`config.mk`:
```
export PLATFORM = sky130hd
export DESIGN_NAME = frame_buffer_slot_rotator
export DESIGN_NICKNAME = d
export VERILOG_FILES = /design/src/rtl/fbsr_pkg.sv /design/src/rtl/frame_buffer_slot_rotator.sv /design/src/rtl/fbsr_cfg_regs.sv /design/src/rtl/fbsr_slot_core.sv
export VERILOG_INCLUDE_DIRS = /design/src /design/src/rtl
export SDC_FILE = /design/constraint.sdc
export NUM_CORES = 1
export LEC_CHECK = 0
export ABC_AREA = 1
export BUFFER_PORTS_ARGS = -buffer_cell sky130_fd_sc_hd__buf_4
export CORE_MARGIN = 2
export CORE_UTILIZATION = 35
export DETAILED_ROUTE_END_ITERATION = 6
export PLACE_DENSITY_LB_ADDON = 0.15
export SLEW_MARGIN = 20
export SYNTH_ARGS = -nofsm -noshare
export SYNTH_HDL_FRONTEND = slang
export SYNTH_SLANG_ARGS = --single-unit
```
`constraint.sdc`:
```
create_clock -name clk -period 10.2 [get_ports clk]
set_input_delay 2.55 -clock clk [delete_from_list [all_inputs] [get_ports clk]]
set_output_delay 2.55 -clock clk [all_outputs]
set_load 0.01 [all_outputs]
```
`src/rtl/assert_macros.svh`:
```
// Assertion macros used by the slot core of the frame buffer slot rotator RTL.
`ifndef ASSERT_MACROS_SVH
`define ASSERT_MACROS_SVH

`ifndef SYNTH
// Property must hold at every clock edge outside reset.
`define FBSR_ASSERT(lbl, clk, rst_n, prop) \
	lbl: assert property (@(posedge clk) disable iff (!rst_n) prop) \
		else $error("fbsr assertion failed");
// Condition must never be true at a clock edge outside reset.
`define FBSR_ASSERT_NEVER(lbl, clk, rst_n, cond) \
	lbl: assert property (@(posedge clk) disable iff (!rst_n) !(cond)) \
		else $error("fbsr forbidden condition seen");
`else
`define FBSR_ASSERT(lbl, clk, rst_n, prop)
`define FBSR_ASSERT_NEVER(lbl, clk, rst_n, cond)
`endif

`endif

```
`src/rtl/fbsr_pkg.sv`:
```
// Types, constants and helper functions for the frame buffer slot rotator.
package fbsr_pkg;

	localparam int BUFFER_COUNT = 4;
	localparam int BUF_IDX_W    = (BUFFER_COUNT > 1) ? $clog2(BUFFER_COUNT) : 1;
	localparam int CFG_IDX_W    = 2;
	localparam int CFG_DATA_W   = 28;

	typedef logic [BUF_IDX_W-1:0] idx_t;

	localparam idx_t RST_FIRST_SLOT  = idx_t'(0 % BUFFER_COUNT);
	localparam idx_t RST_SECOND_SLOT = idx_t'(1 % BUFFER_COUNT);
	localparam idx_t RST_NEXT_FREE   = idx_t'(2 % BUFFER_COUNT);
	localparam idx_t RST_LATEST      = idx_t'(3 % BUFFER_COUNT);

	localparam logic [11:0] RST_HRES   = 12'd0;
	localparam logic [11:0] RST_VRES   = 12'd0;
	localparam logic [27:0] RST_BASE   = 28'h0200000;
	localparam logic [23:0] RST_STRIDE = 24'd4147200;
	localparam logic [31:0] LEN_MASK   = 32'h0fffffff;

	typedef enum logic [CFG_IDX_W-1:0] {
		REG_HRES   = 2'd0,
		REG_VRES   = 2'd1,
		REG_BASE   = 2'd2,
		REG_STRIDE = 2'd3
	} cfg_idx_t;

	typedef struct packed {
		logic [11:0] horizontal_res;
		logic [11:0] vertical_res;
		logic [27:0] region_base;
		logic [23:0] buffer_stride;
	} cfg_t;

	typedef struct packed {
		logic        first_pending;
		logic [31:0] first_dma_address;
		logic        second_pending;
		logic [31:0] second_dma_address;
	} in_t;

	typedef struct packed {
		logic        first_reload;
		logic [31:0] first_new_address;
		logic        first_stray;
		logic        second_reload;
		logic [31:0] second_new_address;
		logic        second_stray;
		logic        frame_done;
		logic [1:0]  shown_index;
	} out_t;

	// Base address of a ring buffer, modulo 2^32.
	function automatic logic [31:0] buf_base(input idx_t idx, input cfg_t cfg);
		logic [31:0] off;
		off = 32'(cfg.buffer_stride) * 32'(idx);
		return 32'(cfg.region_base) + off;
	endfunction

	// Ring advance with wrap at the buffer count.
	function automatic idx_t ring_next(input idx_t idx);
		logic [BUF_IDX_W:0] inc;
		inc = {1'b0, idx} + {{BUF_IDX_W{1'b0}}, 1'b1};
		return (inc >= (BUF_IDX_W+1)'(BUFFER_COUNT)) ? '0 : inc[BUF_IDX_W-1:0];
	endfunction

endpackage

```
`src/rtl/frame_buffer_slot_rotator.sv`:
```
// Top level of the frame buffer slot rotator: request and result registers.
//
// Each request is one DMA completion event for two capture slots and yields
// exactly one result. A request is taken into an input register, evaluated by
// short logic (expected length hres*vres*2, region bounds check with an
// inclusive upper bound, slot 0 then slot 1 length check and ring rotation
// over the buffer ring) and written to a result register together with the
// update of the slot ownership state. Throughput is one request per clock
// while out_stall is low. The ownership state is updated in the same cycle
// the request moves into the result register, so consecutive requests chain
// without bubbles. A stalled result register stalls the input register, and
// that in turn raises in_stall; in_stall depends combinationally on
// out_stall. There is no clearing pass after reset. Configuration is written
// through a plain write port; the user must write it only while no request
// is in flight, which the block does not enforce. Index 0 horizontal
// resolution, 1 vertical resolution, 2 region base, 3 buffer stride.
module frame_buffer_slot_rotator (
	input  logic                            clk,
	input  logic                            arst_n,
	// request channel
	input  logic                            in_valid,
	output logic                            in_stall,
	input  fbsr_pkg::in_t                   in_data,
	// result channel
	output logic                            out_valid,
	input  logic                            out_stall,
	output fbsr_pkg::out_t                  out_data,
	// configuration write port
	input  logic                            cfg_wr_en,
	input  logic [fbsr_pkg::CFG_IDX_W-1:0]  cfg_index,
	input  logic [fbsr_pkg::CFG_DATA_W-1:0] cfg_data
);

	fbsr_pkg::cfg_t cfg;
	fbsr_pkg::in_t  req_s1;
	fbsr_pkg::out_t res_comb, res_s2;
	logic           valid_s1, valid_s2;
	logic           load_s2, advance, load_s1;

	// result register takes a new value when empty or being drained
	assign load_s2  = !valid_s2 || !out_stall;
	assign advance  = valid_s1 && load_s2;
	// input register may take a request when empty or moving on
	assign in_stall = valid_s1 && !load_s2;
	assign load_s1  = in_valid && !in_stall;

	fbsr_cfg_regs u_cfg (
		.clk       (clk),
		.arst_n    (arst_n),
		.cfg_wr_en (cfg_wr_en),
		.cfg_index (cfg_index),
		.cfg_data  (cfg_data),
		.cfg       (cfg)
	);

	fbsr_slot_core u_core (
		.clk     (clk),
		.arst_n  (arst_n),
		.advance (advance),
		.req     (req_s1),
		.cfg     (cfg),
		.res     (res_comb)
	);

	// input register
	always_ff @(posedge clk or negedge arst_n) begin
		if (!arst_n) begin
			valid_s1 <= 1'b0;
		end else if (load_s2 || !valid_s1) begin
			valid_s1 <= load_s1;
		end
	end

	always_ff @(posedge clk) begin
		if (load_s1) begin
			req_s1 <= in_data;
		end
	end

	// result register
	always_ff @(posedge clk or negedge arst_n) begin
		if (!arst_n) begin
			valid_s2 <= 1'b0;
		end else if (load_s2) begin
			valid_s2 <= valid_s1;
		end
	end

	always_ff @(posedge clk) begin
		if (advance) begin
			res_s2 <= res_comb;
		end
	end

	assign out_valid = valid_s2;
	assign out_data  = res_s2;

endmodule

```
`src/rtl/fbsr_cfg_regs.sv`:
```
// Configuration register file of the frame buffer slot rotator.
module fbsr_cfg_regs (
	input  logic                               clk,
	input  logic                               arst_n,
	input  logic                               cfg_wr_en,
	input  logic [fbsr_pkg::CFG_IDX_W-1:0]     cfg_index,
	input  logic [fbsr_pkg::CFG_DATA_W-1:0]    cfg_data,
	output fbsr_pkg::cfg_t                     cfg
);

	fbsr_pkg::cfg_t    cfg_q;
	fbsr_pkg::cfg_idx_t widx;

	assign widx = fbsr_pkg::cfg_idx_t'(cfg_index);

	always_ff @(posedge clk or negedge arst_n) begin
		if (!arst_n) begin
			cfg_q.horizontal_res <= fbsr_pkg::RST_HRES;
			cfg_q.vertical_res   <= fbsr_pkg::RST_VRES;
			cfg_q.region_base    <= fbsr_pkg::RST_BASE;
			cfg_q.buffer_stride  <= fbsr_pkg::RST_STRIDE;
		end else if (cfg_wr_en) begin
			unique case (widx)
				fbsr_pkg::REG_HRES:   cfg_q.horizontal_res <= cfg_data[11:0];
				fbsr_pkg::REG_VRES:   cfg_q.vertical_res   <= cfg_data[11:0];
				fbsr_pkg::REG_BASE:   cfg_q.region_base    <= cfg_data[27:0];
				fbsr_pkg::REG_STRIDE: cfg_q.buffer_stride  <= cfg_data[23:0];
				default: ;
			endcase
		end
	end

	assign cfg = cfg_q;

endmodule

```
`src/rtl/fbsr_slot_core.sv`:
```
// Slot ownership state and per-event slot evaluation.
`include "assert_macros.svh"

module fbsr_slot_core (
	input  logic             clk,
	input  logic             arst_n,
	input  logic             advance,
	input  fbsr_pkg::in_t    req,
	input  fbsr_pkg::cfg_t   cfg,
	output fbsr_pkg::out_t   res
);

	fbsr_pkg::idx_t first_q, second_q, next_free_q, latest_q;
	fbsr_pkg::idx_t first_d, second_d, next_mid, next_free_d, latest_mid, latest_d;

	logic [23:0] hv_prod;
	logic [31:0] expected;
	logic [31:0] lo_bound, hi_bound;
	logic [31:0] len0, len1;
	logic        hit0, hit1;

	assign hv_prod  = 24'(cfg.horizontal_res) * 24'(cfg.vertical_res);
	assign expected = {7'd0, hv_prod, 1'b0};
	assign lo_bound = 32'(cfg.region_base);
	assign hi_bound = lo_bound + 32'(cfg.buffer_stride) * 32'(fbsr_pkg::BUFFER_COUNT);

	always_comb begin
		// slot 0 first
		len0       = req.first_dma_address
			- (fbsr_pkg::buf_base(first_q, cfg) & fbsr_pkg::LEN_MASK);
		hit0       = req.first_pending && (len0 == expected);
		first_d    = hit0 ? next_free_q : first_q;
		next_mid   = hit0 ? fbsr_pkg::ring_next(next_free_q) : next_free_q;
		latest_mid = hit0 ? first_q : latest_q;

		// slot 1 sees the ring after slot 0
		len1        = req.second_dma_address
			- (fbsr_pkg::buf_base(second_q, cfg) & fbsr_pkg::LEN_MASK);
		hit1        = req.second_pending && (len1 == expected);
		second_d    = hit1 ? next_mid : second_q;
		next_free_d = hit1 ? fbsr_pkg::ring_next(next_mid) : next_mid;
		latest_d    = hit1 ? second_q : latest_mid;

		res.first_reload       = req.first_pending;
		res.first_new_address  = req.first_pending ? fbsr_pkg::buf_base(first_d, cfg) : '0;
		res.first_stray        = req.first_pending
			&& ((req.first_dma_address < lo_bound) || (req.first_dma_address > hi_bound));
		res.second_reload      = req.second_pending;
		res.second_new_address = req.second_pending ? fbsr_pkg::buf_base(second_d, cfg) : '0;
		res.second_stray       = req.second_pending
			&& ((req.second_dma_address < lo_bound) || (req.second_dma_address > hi_bound));
		res.frame_done         = hit0 || hit1;
		res.shown_index        = 2'(latest_d);
	end

	always_ff @(posedge clk or negedge arst_n) begin
		if (!arst_n) begin
			first_q     <= fbsr_pkg::RST_FIRST_SLOT;
			second_q    <= fbsr_pkg::RST_SECOND_SLOT;
			next_free_q <= fbsr_pkg::RST_NEXT_FREE;
			latest_q    <= fbsr_pkg::RST_LATEST;
		end else if (advance) begin
			first_q     <= first_d;
			second_q    <= second_d;
			next_free_q <= next_free_d;
			latest_q    <= latest_d;
		end
	end

	// ring pointer always names a real buffer
	`FBSR_ASSERT_NEVER(a_ring_in_range, clk, arst_n,
		(32'(next_free_q) >= 32'(fbsr_pkg::BUFFER_COUNT)))
	// an event without a finished frame leaves the ring alone
	`FBSR_ASSERT(a_ring_holds, clk, arst_n,
		(advance && !res.frame_done) |=> $stable(next_free_q) && $stable(latest_q))
	// no pending slot, no ownership change
	`FBSR_ASSERT(a_idle_slots_hold, clk, arst_n,
		(advance && !req.first_pending && !req.second_pending)
			|=> $stable(first_q) && $stable(second_q))

endmodule

```
==> results of run 1 <==
[cell usage in the layout, fill, tap and decap left out, types with 18 or more instances in the layout]
master / Yosys / layout
nand3b_1: 23 / 23
clkbuf_16: 0 / 29
o21a_1: 19 / 19
nand4_1: 46 / 46
buf_4: 8 / 214
dfrtp_1: 73 / 61
a31oi_1: 18 / 18
nand2_2: 41 / 42
nor2_1: 260 / 260
nand2_1: 1401 / 1400
ha_1: 362 / 361
nand3_1: 195 / 194
a21oi_1: 294 / 294
xnor2_1: 48 / 48
fa_1: 199 / 199
inv_1: 833 / 831
edfxtp_1: 131 / 131
o21ai_0: 188 / 185
nor3_1: 36 / 36
xor2_1: 46 / 46
[critical path, delay by kind of cell (launching register included)]
kind,cells,cell delay (ns)
adder cells (fa/ha/maj),8,3.84
AO/OA/AOI/OAI,9,1.93
buffers and inverters,4,0.40
flip-flops,1,0.65
AND/OR/NAND/NOR,20,2.52
[cell usage after synthesis (6+ instances only)]
master,number
nand2_2,41
nand3_2,6
buf_4,8
a21oi_1,294
o21ai_0,188
a21boi_0,10
xnor2_1,48
a31oi_1,18
nor2_1,260
nor4_1,10
nand2_1,1401
nor2_2,10
clkbuf_1,76
edfxtp_1,131
nand3b_1,23
dfstp_2,13
inv_2,11
nor3_1,36
inv_1,833
o21a_1,19
o31ai_1,6
dfrtp_1,73
xor2_1,46
a211oi_1,7
o21bai_1,13
o21ai_1,11
o221ai_1,10
ha_1,362
fa_1,199
o211ai_1,7
nand3_1,195
nand4_1,46
[cells by family after synthesis]
family          share of synthesized area, %
other cells                           0.0122
flops                                   19.8
compound gates                          10.6
buf+inv                                 11.8
xor+xnor                                2.68
fa+ha+maj                               27.7
simple gates                            27.4
[where the power goes]
part           total [W]  internal (W)  switching [W]  leakage, nW
combinational    0.00522       0.00169        0.00353         15.9
clock            0.00101      0.000555       0.000454        0.446
sequential       0.00130       0.00106       0.000242         2.30
[repair_timing]
item                       4_1_cts  5_1_grt
gates resized for setup          0       29
setup endpoints to repair        0       32
hold buffers                     0        0
hold endpoints to repair         0        0
[final timing paths]
kind                                          from                  to  slack [ns]
worst min register to register  u_core.latest_q[1]  u_core.latest_q[1]        0.48
max in group asynchronous                   arst_n       u_cfg.cfg[70]        6.99
worst max-delay path                 u_cfg.cfg[69]        out_data[64]        0.55
min in group asynchronous                   arst_n       u_cfg.cfg[65]        1.96
worst min-delay path            u_core.latest_q[1]  u_core.latest_q[1]        0.48
worst max register to register       u_cfg.cfg[69]        out_data[64]        0.55
[metal layers]
metal  global-route usage (%)  vias up
li1                         -    14400
met3                     2.52      130
met2                     40.6      937
met5                        0        -
met1                     39.1    14000
met4                     7.69        2
[metrics by stage]
stage                     total power, W  hold slack [ns]
final                            0.00753            0.475
after global placement           0.00642            0.460
after CTS                        0.00748            0.472
after floorplan                  0.00470            0.448
after global routing             0.00823            0.490
after detailed placement         0.00643            0.459
[area by class of cell]
| cell class | count | share of cell area [%] |
|---|---|---|
| repair buffers | 214 | 4.68 |
| multi-input cells | 3303 | 61.3 |
| clock buffers | 33 | 2.16 |
| clock inverters | 21 | 0.514 |
| flip-flops and latches | 217 | 17.8 |
| well taps | 1155 | 4.21 |
| inverters | 851 | 9.33 |
[flip-flops by register name, indices dropped and copies added (netlist names)]
name,cells
u_core.next_free_q,2
out_valid,1
u_cfg.cfg,76
valid_s1,1
req_s1,66
u_core.first_q,2
u_core.second_q,2
u_core.latest_q,2
out_data,65
==> impl_metrics.yaml, run 1 <==
timing:
  period_share_pct: 94.6
  setup_viol: 0
  max_freq_mhz: 104
  fin_skew_ns: 0.0306
  finalHoldViolCount: 0
  min_period_ns: 9.65
  fin_ws_ns: 0.553
  worst_pin_slew_ns: 1.03
  slew_violations: 0
  slew_headroom_pct: 30.7
  rsz0062_at_grt: "false"
  finalSetupTns_ns: 0
cts:
  htreeDepth: 1
  cts_made_buffers: 29
  clock_sinks: 217
  worstSkewPairLatency_ns: 0.63
  clock_path_buffers: 3
  cts_tree: "built"
  cts_setup_buffers: 0
  clk_pin_slew_ns: 0.07
  cts_root_buffer: "clkbuf_16"
setup_path:
  startpoint_type: "flip-flop"
  cpPeakStageDelay_ns: 0.65
  cp_max_fo: 21
  crit_required_ns: 10.56
  cp_slowest_cell: "dfrtp_1"
  endpoint_kind: "flip-flop"
  worst_r2r_path_depth: 41
  cp_common_cell: "nand2_1"
  path_class: "flip-flop to flip-flop"
  worstPathArrival_ns: 10.01
pwr:
  ir_worst_vdd_mv: 0.161
  p_per_area_nw_per_um2: 219
  power_leakage_nw: 18.6
floorplanning:
  io_pins: 174
  core_um2: 86900
  start_util_pct: 35.4
  rows: 108
  die_h_um: 300
  die_width_um: 300
  dieArea_um2: 90200
routing:
  route.met2.wl_um: 51000
  avgRoutedWirePerCell_um: 20.7
  vias_per_cell: 5.09
  num_vias: 29500
  top_layer_used: "met5"
  route.met3.wl_um: 7720
  drtIter0Drc: 2508
  m1WireLength_um: 57500
  wl_um: 120000
  firstDrtPassIters: 6
  drc: 0
  ant_nets: 0
logic_synthesis:
  yosysSeqAreaShare_pct: 19.8
  synthTopCellsByArea: "nand2_1, ha_1, fa_1, edfxtp_1, inv_1"
  synth_edf_count: 131
  avgSynthCellArea_um2: 6.89
  yosys_warnings: 0
  synth_async_sr_flop_share_pct: 39.6
  synth_ff_type: "edfxtp_1"
  synth_largest_area_cell: "nand2_1"
  synth_top_area_share_pct: 17.1
  netlist_instances: 4460
  synth.distinct_cells: 58
  syn_area_um2: 30800
  synth-seq-cells: 217
finish:
  final_nets: 5278
  final_area_um2: 34300
  final_core_util_pct: 39.5
  area_growth_pct: 11.7
  antenna_cells: 0
  final_layout_size_suffix_gt1_share_pct: 8.02
  fin_cells: 5794
  seq_area_um2: 6120
  multi_input_area_um2: 21100
  nFillCells: 9272
hold_path:
  hold_class: "flip-flop to flip-flop"
  hold_depth: 2
place:
  gp_congestion: 0.989
  place_area_um2: 33400
  dp_hpwl_um: 102000
  dp_slack_ns: 0.0556
  io_buffers: 167
  dp.cells: 5740
grt:
  antenna_found_initial: 2
  grt_util_all_layers_pct: 26.4
  grt_overflow: 0
  grt_pass1_vias: 28300
  grt_first_pass_wirelength_um: 178000
  grt_max_degree: 61
flow_run:
  drv_cap: 0
outcome:
  status: "complete, no violations"
No activity file was read; power rests on OpenSTA's default activity.
==> inputs of run 2 (changes only) <==
CTS_BUF_LIST = sky130_fd_sc_hd__clkbuf_8   (was not set)
MAX_ROUTING_LAYER = met4   (was not set)
clock period = 11.4 ns   (was 10.2 ns; I/O delays follow)
==> impl_metrics.yaml, run 2 (synthesized netlist as in run 1, its figures left out) <==
timing:
  max_freq_mhz: 96.2
  slew_headroom_pct: 27.4
  slew_violations: 0
  rsz0062_at_grt: "false"
  finalSetupTns_ns: 0
  setup_viol: 0
  finalHoldViolCount: 0
  fin_ws_ns: 1.01
  fin_skew_ns: 0.0477
  worst_pin_slew_ns: 1.09
  min_period_ns: 10.39
  period_share_pct: 91.1
cts:
  clock_path_buffers: 3
  cts_resized: 0
  cts_setup_buffers: 0
  cts_made_buffers: 44
  worstSkewPairLatency_ns: 0.67
  htreeDepth: 2
  cts_tree: "built"
  clock_sinks: 217
  cts_hold_buf: 0
  cts_root_buffer: "clkbuf_8"
  clk_pin_slew_ns: 0.06
setup_path:
  worstPathArrival_ns: 10.81
  endpoint_kind: "flip-flop"
  startpoint_type: "flip-flop"
  path_class: "flip-flop to flip-flop"
  cp_max_fo: 22
  crit_required_ns: 11.82
  cpPeakStageDelay_ns: 0.67
  cp_common_cell: "nand2_1"
  cp_slowest_cell: "dfrtp_1"
floorplanning:
  dieArea_um2: 90200
  io_pins: 174
  start_util_pct: 35.4
  die_width_um: 300
  core_um2: 86900
  die_h_um: 300
  rows: 108
routing:
  drtIter0Drc: 2659
  ant_nets: 0
  firstDrtPassIters: 6
  wl_um: 120000
  num_vias: 29500
  avgRoutedWirePerCell_um: 20.7
  drc: 0
  vias_per_cell: 5.10
grt:
  grt_util_all_layers_pct: 27.2
  grt_pass1_vias: 28400
  grt_overflow: 0
  antenna_found_initial: 1
  grt_max_degree: 71
  grt_first_pass_wirelength_um: 178000
pwr:
  power_leakage_nw: 18.6
  p_per_area_nw_per_um2: 198
  ir_worst_vdd_mv: 0.138
  power_w: 0.00675
place:
  io_buffers: 167
  place_area_um2: 33200
  dp_slack_ns: 1.11
  dp_hpwl_um: 100000
  gp_congestion: 1.04
finish:
  final_area_um2: 34100
  final_layout_size_suffix_gt1_share_pct: 7.32
  final_common_cell: "nand2_1"
  nFillCells: 9273
  final_nets: 5261
  area_growth_pct: 10.9
  final_core_util_pct: 39.2
  largest_register_ffs: 76
  final_cell_mix: "nand2_1, inv_1, ha_1"
hold_path:
  hold_class: "flip-flop to flip-flop"
flow_run:
  drv_cap: 0
outcome:
  status: "complete, no violations"
## run 2: cell types whose count changed in the layout (fill, tap and decap cells not counted), moves of 3 or more
cell / delta
inv_1: +13
dfrtp_1: +10
a21boi_1: -3
o21ai_0: +3
bufinv_16: +5
buf_4: -32
clkbuf_1: -4
clkbuf_8: +45
dfrtp_2: -10
clkbuf_16: -29
a21boi_0: +5
## run 2: area by class of cell
type	instances	area (µm²)	area share, %
timing repair buffer	182	1370	4.01
clock inverter	33	323	0.947
inverter	851	3200	9.38
sequential	217	6100	17.9
antenna	1	2.50	0.00734
multi-input combinational	3303	21000	61.7
clock buffer	45	619	1.82
tap	1155	1450	4.24
## run 2: stage by stage
step,hold WS (ns),instances
floorplan,0.448,4465
global placement,0.455,5708
detailed placement,0.460,5708
CTS,0.478,5786
global route,0.503,5787
finish,0.481,5787
## run 2: power by group
group | switching (W) | internal (W)
clock network | 0.000395 | 0.000509
logic | 0.00317 | 0.00148
registers | 0.000257 | 0.000945
total | 0.00382 | 0.00293
## run 2: critical path: cells and delay by family, from the launching register on
family | cells | cell delay, ns
AOI/OAI and AO/OA | 10 | 2.71
xor gates and xnor gates | 1 | 0.11
adders and majority gates | 7 | 2.68
buffers and inverters | 7 | 0.73
DFF | 1 | 0.67
and+or+nand+nor | 28 | 3.22
## run 2: final timing paths
check                             start  slack (ns)             to  depth (start not counted)
max                        u_cfg.cfg[1]        1.01   out_data[29]                         53
min                            valid_s1        0.48      out_valid                          2
max reg2reg                u_cfg.cfg[1]        1.01   out_data[29]                         53
min reg2reg                    valid_s1        0.48      out_valid                          2
max in group asynchronous        arst_n        7.94  u_cfg.cfg[54]                          2
min in group asynchronous        arst_n        2.13  u_cfg.cfg[25]                          1
## run 2: layer usage
layer	vias to the layer above	wire (µm)	GRT usage [%]
met5	-	0	-
met2	969	51300	40.8
li1	14400	-	-
met4	0	4360	8.50
met3	157	8240	3.24
met1	14000	56000	38.2
